### config.mk
export PLATFORM = sky130hd
export DESIGN_NAME = pairwise_substitution_distance
export DESIGN_NICKNAME = d
export VERILOG_FILES = /design/src/design/psd_pkg.sv /design/src/design/pairwise_substitution_distance.sv /design/src/design/psd_datapath.sv /design/src/design/psd_ctrl.sv
export VERILOG_INCLUDE_DIRS = /design/src /design/src/design
export SDC_FILE = /design/constraint.sdc
export NUM_CORES = 2
export LEC_CHECK = 0
export BUFFER_PORTS_ARGS = -buffer_cell sky130_fd_sc_hd__buf_2
export CAP_MARGIN = 10
export CORE_MARGIN = 3
export CORE_UTILIZATION = 25
export DETAILED_ROUTE_END_ITERATION = 7
export HOLD_SLACK_MARGIN = 0.08
export SYNTH_ARGS = -nofsm -noshare
export SYNTH_HDL_FRONTEND = slang
export SYNTH_SLANG_ARGS = --single-unit
### constraint.sdc
create_clock -name clk -period 18.4 [get_ports clk]
set_clock_uncertainty 0.2 [all_clocks]
set_input_delay 1.84 -clock clk [delete_from_list [all_inputs] [get_ports clk]]
set_output_delay 1.84 -clock clk [all_outputs]
set_load 0.01 [all_outputs]
### src/design/pairwise_substitution_distance_assert.svh
// ----------------------------------------------------------------------------
// Pairwise substitution distance: assertion macros
// Shared property forms; the using module provides clk and arst_n.
// ----------------------------------------------------------------------------
`ifndef PAIRWISE_SUBSTITUTION_DISTANCE_ASSERT_SVH
`define PAIRWISE_SUBSTITUTION_DISTANCE_ASSERT_SVH

// condition holds at every edge out of reset
`define PSD_ASSERT_ALWAYS(label, cond, msg) \
	label: assert property (@(posedge clk) disable iff (!arst_n) (cond)) else $error(msg);

// antecedent implies consequent in the same cycle
`define PSD_ASSERT_IMPL(label, ante, cons, msg) \
	label: assert property (@(posedge clk) disable iff (!arst_n) (ante) |-> (cons)) else $error(msg);

// antecedent implies consequent in the next cycle
`define PSD_ASSERT_NEXT(label, ante, cons, msg) \
	label: assert property (@(posedge clk) disable iff (!arst_n) (ante) |=> (cons)) else $error(msg);

`endif

### src/design/psd_pkg.sv
// ----------------------------------------------------------------------------
// psd_pkg
// Types, widths and constants shared by the distance controller and datapath.
// ----------------------------------------------------------------------------
package psd_pkg;

	localparam int CODE_W         = 8;
	localparam int CNT_W          = 17;
	localparam int DIST_W         = 32;
	localparam int MODEL_W        = 2;
	localparam int DIST_FRAC_BITS = 28;
	localparam int MAX_COLUMNS    = 65536;
	localparam int NUM_W          = CNT_W + 1;    // operands up to 3 * count
	localparam int LOGK_W         = 5;
	localparam int LOGF_W         = 32;
	localparam int LOG_W          = LOGK_W + LOGF_W;
	localparam int HI_W           = 51;
	localparam int LO_W           = 46;
	localparam int NL_W           = 38;
	localparam int ACC_W          = 40;
	localparam int QUO_W          = 30;
	localparam int RND_SH         = 32 - DIST_FRAC_BITS;
	localparam int STEP_W         = 6;
	localparam int DIV_STEPS      = 30;
	localparam int LOG_STEPS      = 32;

	localparam logic [29:0]         LN2_Q30  = 30'd744261118;
	localparam logic [DIST_W-1:0]   DIST_CAP = DIST_W'(3) << (DIST_FRAC_BITS - 1);

	localparam logic [MODEL_W-1:0]  MODEL_P   = 2'd0;
	localparam logic [MODEL_W-1:0]  MODEL_JC  = 2'd1;
	localparam logic [MODEL_W-1:0]  MODEL_K2P = 2'd2;

	typedef enum logic [1:0] {
		KIND_ZERO,
		KIND_SAT,
		KIND_DIV,
		KIND_LOG
	} dist_kind_t;

	typedef enum logic [3:0] {
		ST_IDLE,
		ST_EVAL,
		ST_DIV,
		ST_LOG_INIT,
		ST_LOG_SQ,
		ST_NL_HI,
		ST_NL_LO,
		ST_NL_ACC,
		ST_FINISH
	} psd_state_t;

	typedef struct packed {
		logic       count;
		logic       set_kind;
		dist_kind_t kind;
		logic       div_init;
		logic       div_step;
		logic       div_first;
		logic       log_init;
		logic       log_step;
		logic       log_store;
		logic       log_den;
		logic       pair;
		logic       nl_hi;
		logic       nl_lo;
		logic       nl_acc;
		logic       load_out;
	} psd_cmd_t;

	typedef struct packed {
		logic               no_data;
		logic               zero_diff;
		logic               jc_sat;
		logic               k2p_sat;
		logic [MODEL_W-1:0] model;
		logic               out_busy;
	} psd_sts_t;

	// index of the highest set bit
	function automatic logic [LOGK_W-1:0] msb_index(input logic [NUM_W-1:0] n);
		logic [LOGK_W-1:0] k;
		k = '0;
		for (int i = 0; i < NUM_W; i++) begin
			if (n[i]) begin
				k = LOGK_W'(i);
			end
		end
		return k;
	endfunction

endpackage

### src/design/pairwise_substitution_distance.sv
// ----------------------------------------------------------------------------
// pairwise_substitution_distance
// Pairwise p / JC69 / K2P distance over streamed alignment columns.
// ----------------------------------------------------------------------------
// Columns without last: one per cycle, counted as they are accepted.
// Last column: no data, no differences or saturated go straight to the
// result; p-distance runs a 30-step divider, JC69 and K2P run log2 steps
// on the one shared 32x32 multiplier. Input stalls until the result is loaded.
// Reset clears tallies, sequencer, output valid and selects p-distance.
module pairwise_substitution_distance
	import psd_pkg::*;
(
	input  logic               clk,
	input  logic               arst_n,
	input  logic               s_tvalid,
	output logic               s_tready,
	input  logic [15:0]        s_tdata,   // code_a[7:0], code_b[15:8]
	input  logic               s_tuser,   // skip_column
	input  logic               s_tlast,
	output logic               m_tvalid,
	input  logic               m_tready,
	output logic [87:0]        m_tdata,   // distance, comparable, transition,
	                                      // transversion counts, zero pad
	output logic [1:0]         m_tuser,   // saturated, no_data
	input  logic               cfg_wen,
	input  logic [MODEL_W-1:0] cfg_wdata
);

	psd_cmd_t          cmd;
	psd_sts_t          sts;
	logic [DIST_W-1:0] distance;
	logic [CNT_W-1:0]  comparable_count, transition_count, transversion_count;
	logic              saturated, no_data;

	psd_ctrl u_ctrl (
		.clk      (clk),
		.arst_n   (arst_n),
		.in_valid (s_tvalid),
		.in_last  (s_tlast),
		.in_ready (s_tready),
		.sts      (sts),
		.cmd      (cmd)
	);

	psd_datapath u_datapath (
		.clk                (clk),
		.arst_n             (arst_n),
		.cmd                (cmd),
		.sts                (sts),
		.code_a             (s_tdata[7:0]),
		.code_b             (s_tdata[15:8]),
		.skip_column        (s_tuser),
		.cfg_wen            (cfg_wen),
		.cfg_wdata          (cfg_wdata),
		.out_ready          (m_tready),
		.out_valid          (m_tvalid),
		.distance           (distance),
		.comparable_count   (comparable_count),
		.transition_count   (transition_count),
		.transversion_count (transversion_count),
		.saturated          (saturated),
		.no_data            (no_data)
	);

	assign m_tdata = {5'b0, transversion_count, transition_count, comparable_count, distance};
	assign m_tuser = {no_data, saturated};

endmodule

### src/design/psd_datapath.sv
// ----------------------------------------------------------------------------
// psd_datapath
// Column tallies, shared multiplier, log2 squaring unit, divider, output word.
// ----------------------------------------------------------------------------
`include "pairwise_substitution_distance_assert.svh"

module psd_datapath
	import psd_pkg::*;
(
	input  logic               clk,
	input  logic               arst_n,
	input  psd_cmd_t           cmd,
	output psd_sts_t           sts,
	input  logic [CODE_W-1:0]  code_a,
	input  logic [CODE_W-1:0]  code_b,
	input  logic               skip_column,
	input  logic               cfg_wen,
	input  logic [MODEL_W-1:0] cfg_wdata,
	input  logic               out_ready,
	output logic               out_valid,
	output logic [DIST_W-1:0]  distance,
	output logic [CNT_W-1:0]   comparable_count,
	output logic [CNT_W-1:0]   transition_count,
	output logic [CNT_W-1:0]   transversion_count,
	output logic               saturated,
	output logic               no_data
);

	logic [MODEL_W-1:0] model_q;
	logic [CNT_W-1:0]   c_q, ti_q, tv_q;
	dist_kind_t         kind_q;
	logic [NUM_W-1:0]   r_q;
	logic [QUO_W-1:0]   quo_q;
	logic [31:0]        m_q;
	logic [LOGF_W-1:0]  frac_q;
	logic [LOGK_W-1:0]  k_q;
	logic [LOG_W-1:0]   ln_q, ld_q;
	logic [HI_W-1:0]    hi_q;
	logic [LO_W-1:0]    lo_q;
	logic [ACC_W-1:0]   acc_q;
	logic               out_valid_q;
	logic [DIST_W-1:0]  dist_q;
	logic [CNT_W-1:0]   oc_q, oti_q, otv_q;
	logic               osat_q, onod_q;

	logic               counted;
	logic [1:0]         diff;
	logic [NUM_W-1:0]   c18, d18, c3, jc_num, k0_num, k1_num, log_n;
	logic [LOGK_W-1:0]  log_k;
	logic [31:0]        m_init;
	logic [LOG_W-1:0]   l_diff;
	logic [31:0]        mul_a, mul_b;
	logic [63:0]        prod;
	logic [32:0]        sq;
	logic               sq_bit;
	logic [31:0]        m_next;
	logic [LOGF_W-1:0]  frac_next;
	logic [NL_W-1:0]    nl;
	logic [ACC_W-1:0]   nl_w;
	logic [NUM_W-1:0]   rr;
	logic               ge;
	logic [ACC_W-1:0]   log_rnd;
	logic [QUO_W-1:0]   div_q;
	logic [DIST_W-1:0]  dist_new;

	always_comb begin
		diff    = code_a[1:0] ^ code_b[1:0];
		counted = !skip_column && (code_a <= CODE_W'(3)) && (code_b <= CODE_W'(3))
			&& (c_q < CNT_W'(MAX_COLUMNS));
		c18     = {1'b0, c_q};
		d18     = {1'b0, ti_q} + {1'b0, tv_q};
		c3      = c18 + {c_q, 1'b0};
		jc_num  = c3 - {d18[NUM_W-3:0], 2'b00};
		k0_num  = c18 - {ti_q, 1'b0} - {1'b0, tv_q};
		k1_num  = c18 - {tv_q, 1'b0};
	end

	always_comb begin
		sts.no_data   = (c_q == '0);
		sts.zero_diff = (d18 == '0);
		sts.jc_sat    = ({d18, 2'b00} >= {2'b00, c3});
		sts.k2p_sat   = (({ti_q, 1'b0} + {1'b0, tv_q}) >= c18) || ({tv_q, 1'b0} >= c18);
		sts.model     = model_q;
		sts.out_busy  = out_valid_q && !out_ready;
	end

	// pick the log operand for this half of the pair
	always_comb begin
		if (cmd.log_den) begin
			log_n = (model_q == MODEL_JC) ? c3 : c18;
		end else if (model_q == MODEL_JC) begin
			log_n = jc_num;
		end else begin
			log_n = cmd.pair ? k1_num : k0_num;
		end
		log_k  = msb_index(log_n);
		m_init = 32'(log_n) << (LOGK_W'(31) - log_k);
	end

	always_comb begin
		l_diff = (ld_q > ln_q) ? (ld_q - ln_q) : '0;
		if (cmd.nl_hi) begin
			mul_a = 32'(l_diff[LOG_W-1:16]);
			mul_b = 32'(LN2_Q30);
		end else if (cmd.nl_lo) begin
			mul_a = 32'(l_diff[15:0]);
			mul_b = 32'(LN2_Q30);
		end else begin
			mul_a = m_q;
			mul_b = m_q;
		end
		prod      = 64'(mul_a) * 64'(mul_b);
		sq        = prod[63:31];
		sq_bit    = sq[32];
		m_next    = sq_bit ? sq[32:1] : sq[31:0];
		frac_next = {frac_q[LOGF_W-2:0], sq_bit};
	end

	always_comb begin
		nl = NL_W'(((HI_W+1)'(hi_q) + (HI_W+1)'(lo_q[LO_W-1:16])) >> 14);
		if (model_q == MODEL_JC) begin
			nl_w = ACC_W'(nl) + ACC_W'({nl, 1'b0});
		end else if (!cmd.pair) begin
			nl_w = ACC_W'({nl, 1'b0});
		end else begin
			nl_w = ACC_W'(nl);
		end
	end

	always_comb begin
		rr = cmd.div_first ? r_q : {r_q[NUM_W-2:0], 1'b0};
		ge = (rr >= c18);
	end

	always_comb begin
		log_rnd = ((acc_q >> 2) + ACC_W'(1 << (RND_SH - 1))) >> RND_SH;
		div_q   = (quo_q >> 1) + QUO_W'(quo_q[0]);
		case (kind_q)
			KIND_SAT: dist_new = DIST_CAP;
			KIND_DIV: dist_new = DIST_W'(div_q);
			KIND_LOG: dist_new = (log_rnd[ACC_W-1:DIST_W] != '0) ? '1 : log_rnd[DIST_W-1:0];
			default:  dist_new = '0;
		endcase
	end

	always_ff @(posedge clk or negedge arst_n) begin
		if (!arst_n) begin
			model_q     <= MODEL_P;
			c_q         <= '0;
			ti_q        <= '0;
			tv_q        <= '0;
			kind_q      <= KIND_ZERO;
			out_valid_q <= 1'b0;
		end else begin
			if (cfg_wen) begin
				model_q <= cfg_wdata;
			end
			if (cmd.count && counted) begin
				c_q <= c_q + 1'b1;
				if (diff == 2'd2) begin
					ti_q <= ti_q + 1'b1;
				end else if (diff != 2'd0) begin
					tv_q <= tv_q + 1'b1;
				end
			end
			if (cmd.set_kind) begin
				kind_q <= cmd.kind;
			end
			if (cmd.load_out) begin
				out_valid_q <= 1'b1;
				c_q         <= '0;
				ti_q        <= '0;
				tv_q        <= '0;
			end else if (out_ready) begin
				out_valid_q <= 1'b0;
			end
		end
	end

	always_ff @(posedge clk) begin
		if (cmd.set_kind) begin
			acc_q <= '0;
		end
		if (cmd.div_init) begin
			r_q   <= d18;
			quo_q <= '0;
		end
		if (cmd.div_step) begin
			r_q   <= ge ? (rr - c18) : rr;
			quo_q <= {quo_q[QUO_W-2:0], ge};
		end
		if (cmd.log_init) begin
			m_q    <= m_init;
			k_q    <= log_k;
			frac_q <= '0;
		end
		if (cmd.log_step) begin
			m_q    <= m_next;
			frac_q <= frac_next;
		end
		if (cmd.log_store) begin
			if (cmd.log_den) begin
				ld_q <= {k_q, frac_next};
			end else begin
				ln_q <= {k_q, frac_next};
			end
		end
		if (cmd.nl_hi) begin
			hi_q <= prod[HI_W-1:0];
		end
		if (cmd.nl_lo) begin
			lo_q <= prod[LO_W-1:0];
		end
		if (cmd.nl_acc) begin
			acc_q <= acc_q + nl_w;
		end
		if (cmd.load_out) begin
			dist_q <= dist_new;
			oc_q   <= c_q;
			oti_q  <= ti_q;
			otv_q  <= tv_q;
			osat_q <= (kind_q == KIND_SAT);
			onod_q <= (c_q == '0);
		end
	end

	assign out_valid          = out_valid_q;
	assign distance           = dist_q;
	assign comparable_count   = oc_q;
	assign transition_count   = oti_q;
	assign transversion_count = otv_q;
	assign saturated          = osat_q;
	assign no_data            = onod_q;

	`PSD_ASSERT_ALWAYS(a_tally_bound, (({1'b0, ti_q} + {1'b0, tv_q}) <= {1'b0, c_q}), "split tallies exceed comparable count")
	`PSD_ASSERT_IMPL(a_sat_cap, (out_valid_q && osat_q), (dist_q == DIST_CAP), "saturated word without cap distance")
	`PSD_ASSERT_IMPL(a_nodata_zero, (out_valid_q && onod_q), ((dist_q == '0) && !osat_q), "empty pair with nonzero distance")

endmodule

### src/design/psd_ctrl.sv
// ----------------------------------------------------------------------------
// psd_ctrl
// Sequencer: column intake, then divider or log/ln steps if needed, then result load.
// ----------------------------------------------------------------------------
module psd_ctrl
	import psd_pkg::*;
(
	input  logic     clk,
	input  logic     arst_n,
	input  logic     in_valid,
	input  logic     in_last,
	output logic     in_ready,
	input  psd_sts_t sts,
	output psd_cmd_t cmd
);

	psd_state_t        state_q, state_d;
	logic [STEP_W-1:0] step_q;
	logic              den_q, pair_q;
	logic              accept, step_end;

	assign accept = in_valid && in_ready;

	always_comb begin
		step_end = 1'b0;
		case (state_q)
			ST_DIV:    step_end = (step_q == STEP_W'(DIV_STEPS - 1));
			ST_LOG_SQ: step_end = (step_q == STEP_W'(LOG_STEPS - 1));
			default:   step_end = 1'b0;
		endcase
	end

	always_comb begin
		state_d = state_q;
		case (state_q)
			ST_IDLE: begin
				if (accept && in_last) begin
					state_d = ST_EVAL;
				end
			end
			ST_EVAL: begin
				if (sts.no_data || sts.zero_diff) begin
					state_d = ST_FINISH;
				end else if (sts.model == MODEL_JC) begin
					state_d = sts.jc_sat ? ST_FINISH : ST_LOG_INIT;
				end else if (sts.model == MODEL_K2P) begin
					state_d = sts.k2p_sat ? ST_FINISH : ST_LOG_INIT;
				end else begin
					state_d = ST_DIV;
				end
			end
			ST_DIV: begin
				if (step_end) begin
					state_d = ST_FINISH;
				end
			end
			ST_LOG_INIT: state_d = ST_LOG_SQ;
			ST_LOG_SQ: begin
				if (step_end) begin
					state_d = den_q ? ST_NL_HI : ST_LOG_INIT;
				end
			end
			ST_NL_HI: state_d = ST_NL_LO;
			ST_NL_LO: state_d = ST_NL_ACC;
			ST_NL_ACC: begin
				state_d = (sts.model == MODEL_K2P && !pair_q) ? ST_LOG_INIT : ST_FINISH;
			end
			ST_FINISH: begin
				if (!sts.out_busy) begin
					state_d = ST_IDLE;
				end
			end
			default: state_d = ST_IDLE;
		endcase
	end

	always_comb begin
		in_ready      = (state_q == ST_IDLE);
		cmd           = '0;
		cmd.kind      = KIND_ZERO;
		cmd.count     = accept;
		cmd.log_den   = den_q;
		cmd.pair      = pair_q;
		cmd.div_first = (step_q == '0);
		case (state_q)
			ST_EVAL: begin
				cmd.set_kind = 1'b1;
				cmd.div_init = 1'b1;
				if (sts.no_data || sts.zero_diff) begin
					cmd.kind = KIND_ZERO;
				end else if (sts.model == MODEL_JC) begin
					cmd.kind = sts.jc_sat ? KIND_SAT : KIND_LOG;
				end else if (sts.model == MODEL_K2P) begin
					cmd.kind = sts.k2p_sat ? KIND_SAT : KIND_LOG;
				end else begin
					cmd.kind = KIND_DIV;
				end
			end
			ST_DIV:      cmd.div_step = 1'b1;
			ST_LOG_INIT: cmd.log_init = 1'b1;
			ST_LOG_SQ: begin
				cmd.log_step  = 1'b1;
				cmd.log_store = step_end;
			end
			ST_NL_HI:  cmd.nl_hi = 1'b1;
			ST_NL_LO:  cmd.nl_lo = 1'b1;
			ST_NL_ACC: cmd.nl_acc = 1'b1;
			ST_FINISH: cmd.load_out = !sts.out_busy;
			default: begin
			end
		endcase
	end

	always_ff @(posedge clk or negedge arst_n) begin
		if (!arst_n) begin
			state_q <= ST_IDLE;
			step_q  <= '0;
			den_q   <= 1'b0;
			pair_q  <= 1'b0;
		end else begin
			state_q <= state_d;
			if ((state_q == ST_DIV || state_q == ST_LOG_SQ) && !step_end) begin
				step_q <= step_q + 1'b1;
			end else begin
				step_q <= '0;
			end
			case (state_q)
				ST_EVAL: begin
					den_q  <= 1'b0;
					pair_q <= 1'b0;
				end
				ST_LOG_SQ: begin
					if (step_end) begin
						den_q <= !den_q;
					end
				end
				ST_NL_ACC: pair_q <= 1'b1;
				default: begin
				end
			endcase
		end
	end

endmodule

==> metrics.md <==
| Metric | Value |
|---|---|
| Outcome | completed |
| Final setup fails | 0 |
| Fin crit period | 13,860 ps |
| CTS tree | built |
| Mapped cell area | 67,100 um^2 |
| Ports placed on the boundary | 117 |
| Average routed wire per standard cell | 19.6 um |
| Antenna violations before repair | 13 |
| Peak Freq | between 70 and 80 MHz |
| Iter 0 DRT Violations | 4,658 |
| Number of warning messages in the yosys log | 0 |
| Post-synthesis cell count | around 7,400 |
| Leakage dissipation | 34.3 nW |
| FFs w/ async S/R, synth | 0.147 |
| Leftover overflow at the end of global routing | 0 |
| Peak ir drop on the vdd network | 0.0694 mV |
| Setup bufs post-CTS | 0 |
| Number of enable flip-flop cells after synthesis | 396 |
| Syn-to-layout area delta | 10.2% |
| Required @ worst endpoint | 18,590 ps |
| Cts hold-fix bufs | 0 |
| Total of cells resized after clock tree synthesis | 0 |
| Total power density per cell area | 42.1 nW/um^2 |
| RSZ-0062 raised after global routing | false |
| Port Buffer Count | 111 |
| Share of the yosys chip area belonging to registers | 0.203 |
| Sink Count | 464 |
| Total iterations of the first detailed-routing run | 6 |
| Maximum buffer depth of the clock tree | 3 |
| Fillers | 28,400 |
| Dominant register cell in the synthesized netlist | edfxtp_1 |
| Max-slew headroom at the worst pin | 0.245 |
| Number of global-route vias before repair | about 53,000 |
| Data arrival at the endpoint of the critical path | 14,050 ps |
| Fraction of layout instances using a drive strength above 1 | 0.0610 |
| Drt drc | 0 |
| Classification of the worst setup path | flop to flop |
| Total power | between 3 and 4 mW |
| CTS clock-pin slew for the worst setup and hold paths | about 60 ps |
| Final clock period utilization by the worst path | 0.753 |
| Die span in y | about 520 um |
| Overall fraction of global-route tracks in use | 0.154 |
| Clock network latency to the later pin of the worst-skew pair | 690 ps |
| Type of origin of the critical path | flop |
| Post-detailed-routing wire length | 214 mm |
| Die ar. | 275,000 um^2 |
| Routability congestion estimate | 0.961 |
| Clock root buffer master | clkbuf_16 |
| Chip width | around 520 um |
| Max-slew violation count | 0 |
| Count of antenna-violating nets left after detailed routing | 0 |
| Average vias per placed instance | 4.83 |
| Number of violations of the max-capacitance limit | 0 |
| Core Region | 266,000 um^2 |
| Post-route cell area | 73,900 um^2 |
| TNS Setup | 0 ps |
| Critical Path Sink Type | flop |
| Most numerous cell on the critical path | fa_1 |
| Half-perimeter wire length after detailed placement | 167 mm |
| Slowest CP cell | clkinv_1 |
| Hold Path Class | flop to flop |
| Number of synthesized register bits | 464 |
| Average cell area after synthesis | 9.11 um^2 |
| CP Max Fanout | 38 |
| Clock H-tree levels | 2 |
| Pin count of the biggest net entering global routing | 64 |
| Global-route wire length before repair | 328 mm |
| Cell Area, Placed | ~70,000 um^2 |
| Nets | a little under 9,000 |
| Standard-cell rows | 189 |
| Total number of vias | 53,000 |
| Slew at the pin closest to its max-slew limit | 1130 ps |
| Count of cell types in the netlist | 107 |
| Largest incremental delay on the critical path | 760 ps |
| Final core area utilization | 0.278 |
| Final Hold Vio Count | 0 |
| Clock buffers created by TritonCTS | 57 |
| Starting utilization of the core area | 0.252 |
[cell families after synthesis]
group,share of synthesized area
mux,0.0184
simple gates,0.148
flops,0.203
buf+inv,0.0891
xor+xnor,0.0455
fa+ha+maj,0.382
other cells,0.0000559
compound gates,0.114
[cell usage after synthesis (26+ instances only)]
master	number	area [um^2]
or3_1	41	257
nand2b_1	60	375
mux2_2	26	293
xor2_1	121	1060
and2_1	115	719
o211ai_1	34	255
nand2_1	743	2790
nand4_1	54	338
ha_1	581	7270
a21o_1	135	1010
a21oi_1	297	1490
a31oi_1	49	307
mux2i_1	82	821
edfxtp_1	396	11900
nor2b_1	46	288
nor2_1	714	2680
o21ai_0	264	1320
o21a_1	57	428
a211oi_1	55	413
inv_1	1264	4740
nor3_1	78	390
dfrtp_1	68	1700
xnor2_1	225	1970
nand3_1	118	591
and3_1	132	826
fa_1	917	18400
o21bai_1	34	255
clkbuf_1	236	886
[metal layers]
metal,track usage,vias to the layer above,part of all wire
li1,-,24100,-
met1,0.206,26400,0.42
met2,0.248,2058,0.45
met3,0.0285,476,0.082
met4,0.0595,0,0.044
met5,0,-,0
[placed cells by master (no fill, tap or decap), types with 126 or more instances in the layout]
cell / synthesis / routed
inv_1: 1264 / 1262
nor2_1: 714 / 706
fa_1: 917 / 917
xnor2_1: 225 / 224
a21oi_1: 297 / 297
nand2_1: 743 / 741
a21o_1: 135 / 135
and3_1: 132 / 131
ha_1: 581 / 580
edfxtp_1: 396 / 396
o21ai_0: 264 / 258
buf_4: 11 / 126
[stage by stage]
step / setup slack (ps) / hold slack, ps / cells
finish: 4540 / 245 / 11000
global route: 3640 / 251 / 11000
CTS: 4750 / 244 / 11000
detailed placement: 4770 / 230 / 10900
global placement: 4890 / 225 / 10900
floorplan: 6810 / 221 / 7374
[worst paths after layout]
path	start	end	slack, ps	depth (start not counted)
worst min-delay path	u_datapath.frac_q[30]	u_datapath.ld_q[31]	250	0
worst max register to register	u_datapath.ln_q[1]	u_datapath.m_q[19]	4540	45
worst max-delay path	u_datapath.ln_q[1]	u_datapath.m_q[19]	4540	45
worst min register to register	u_datapath.frac_q[30]	u_datapath.ld_q[31]	250	0
max in group asynchronous	arst_n	u_ctrl.step_q[3]	16090	2
min in group asynchronous	arst_n	u_datapath.tv_q[3]	770	1
[registers in the layout, summed over array words and instances, names as in the netlist, 18 cells and up]
register,cells
u_datapath.hi_q,51
u_datapath.acc_q,40
u_datapath.frac_q,31
u_datapath.ln_q,37
u_datapath.quo_q,30
u_datapath.ld_q,37
u_datapath.m_q,32
u_datapath.lo_q,30
u_datapath.r_q,18
u_datapath.distance,32
[power by group]
part,internal (mW),total (mW),switching [mW]
clock network,0.679,1.18,0.506
logic,0.220,0.603,0.383
registers,1.26,1.33,0.0708
total,2.16,3.12,0.959
[critical path: cells and delay by family, from the launching register on]
kind	cells	cell delay, ps
AO/OA/AOI/OAI	18	4720
multiplexers	1	210
adder cells (fa/ha/maj)	10	4540
XOR/XNOR	1	150
buffers and inverters	10	2240
flip-flops	1	370
AND/OR/NAND/NOR	5	1100
[area by class of cell]
cell class	count	area, um^2	area share
Clock buffer	63	1460	0.0197
Antenna cell	3	7.51	0.000102
Multi-Input combinational cell	5339	47700	0.645
Timing Repair Buffer	236	1500	0.0202
Clock inverter	44	487	0.00658
Inverter	1279	4800	0.0649
Sequential cell	464	13600	0.184
Tap cell	3533	4420	0.0598
(Power assumes the default switching activity.)
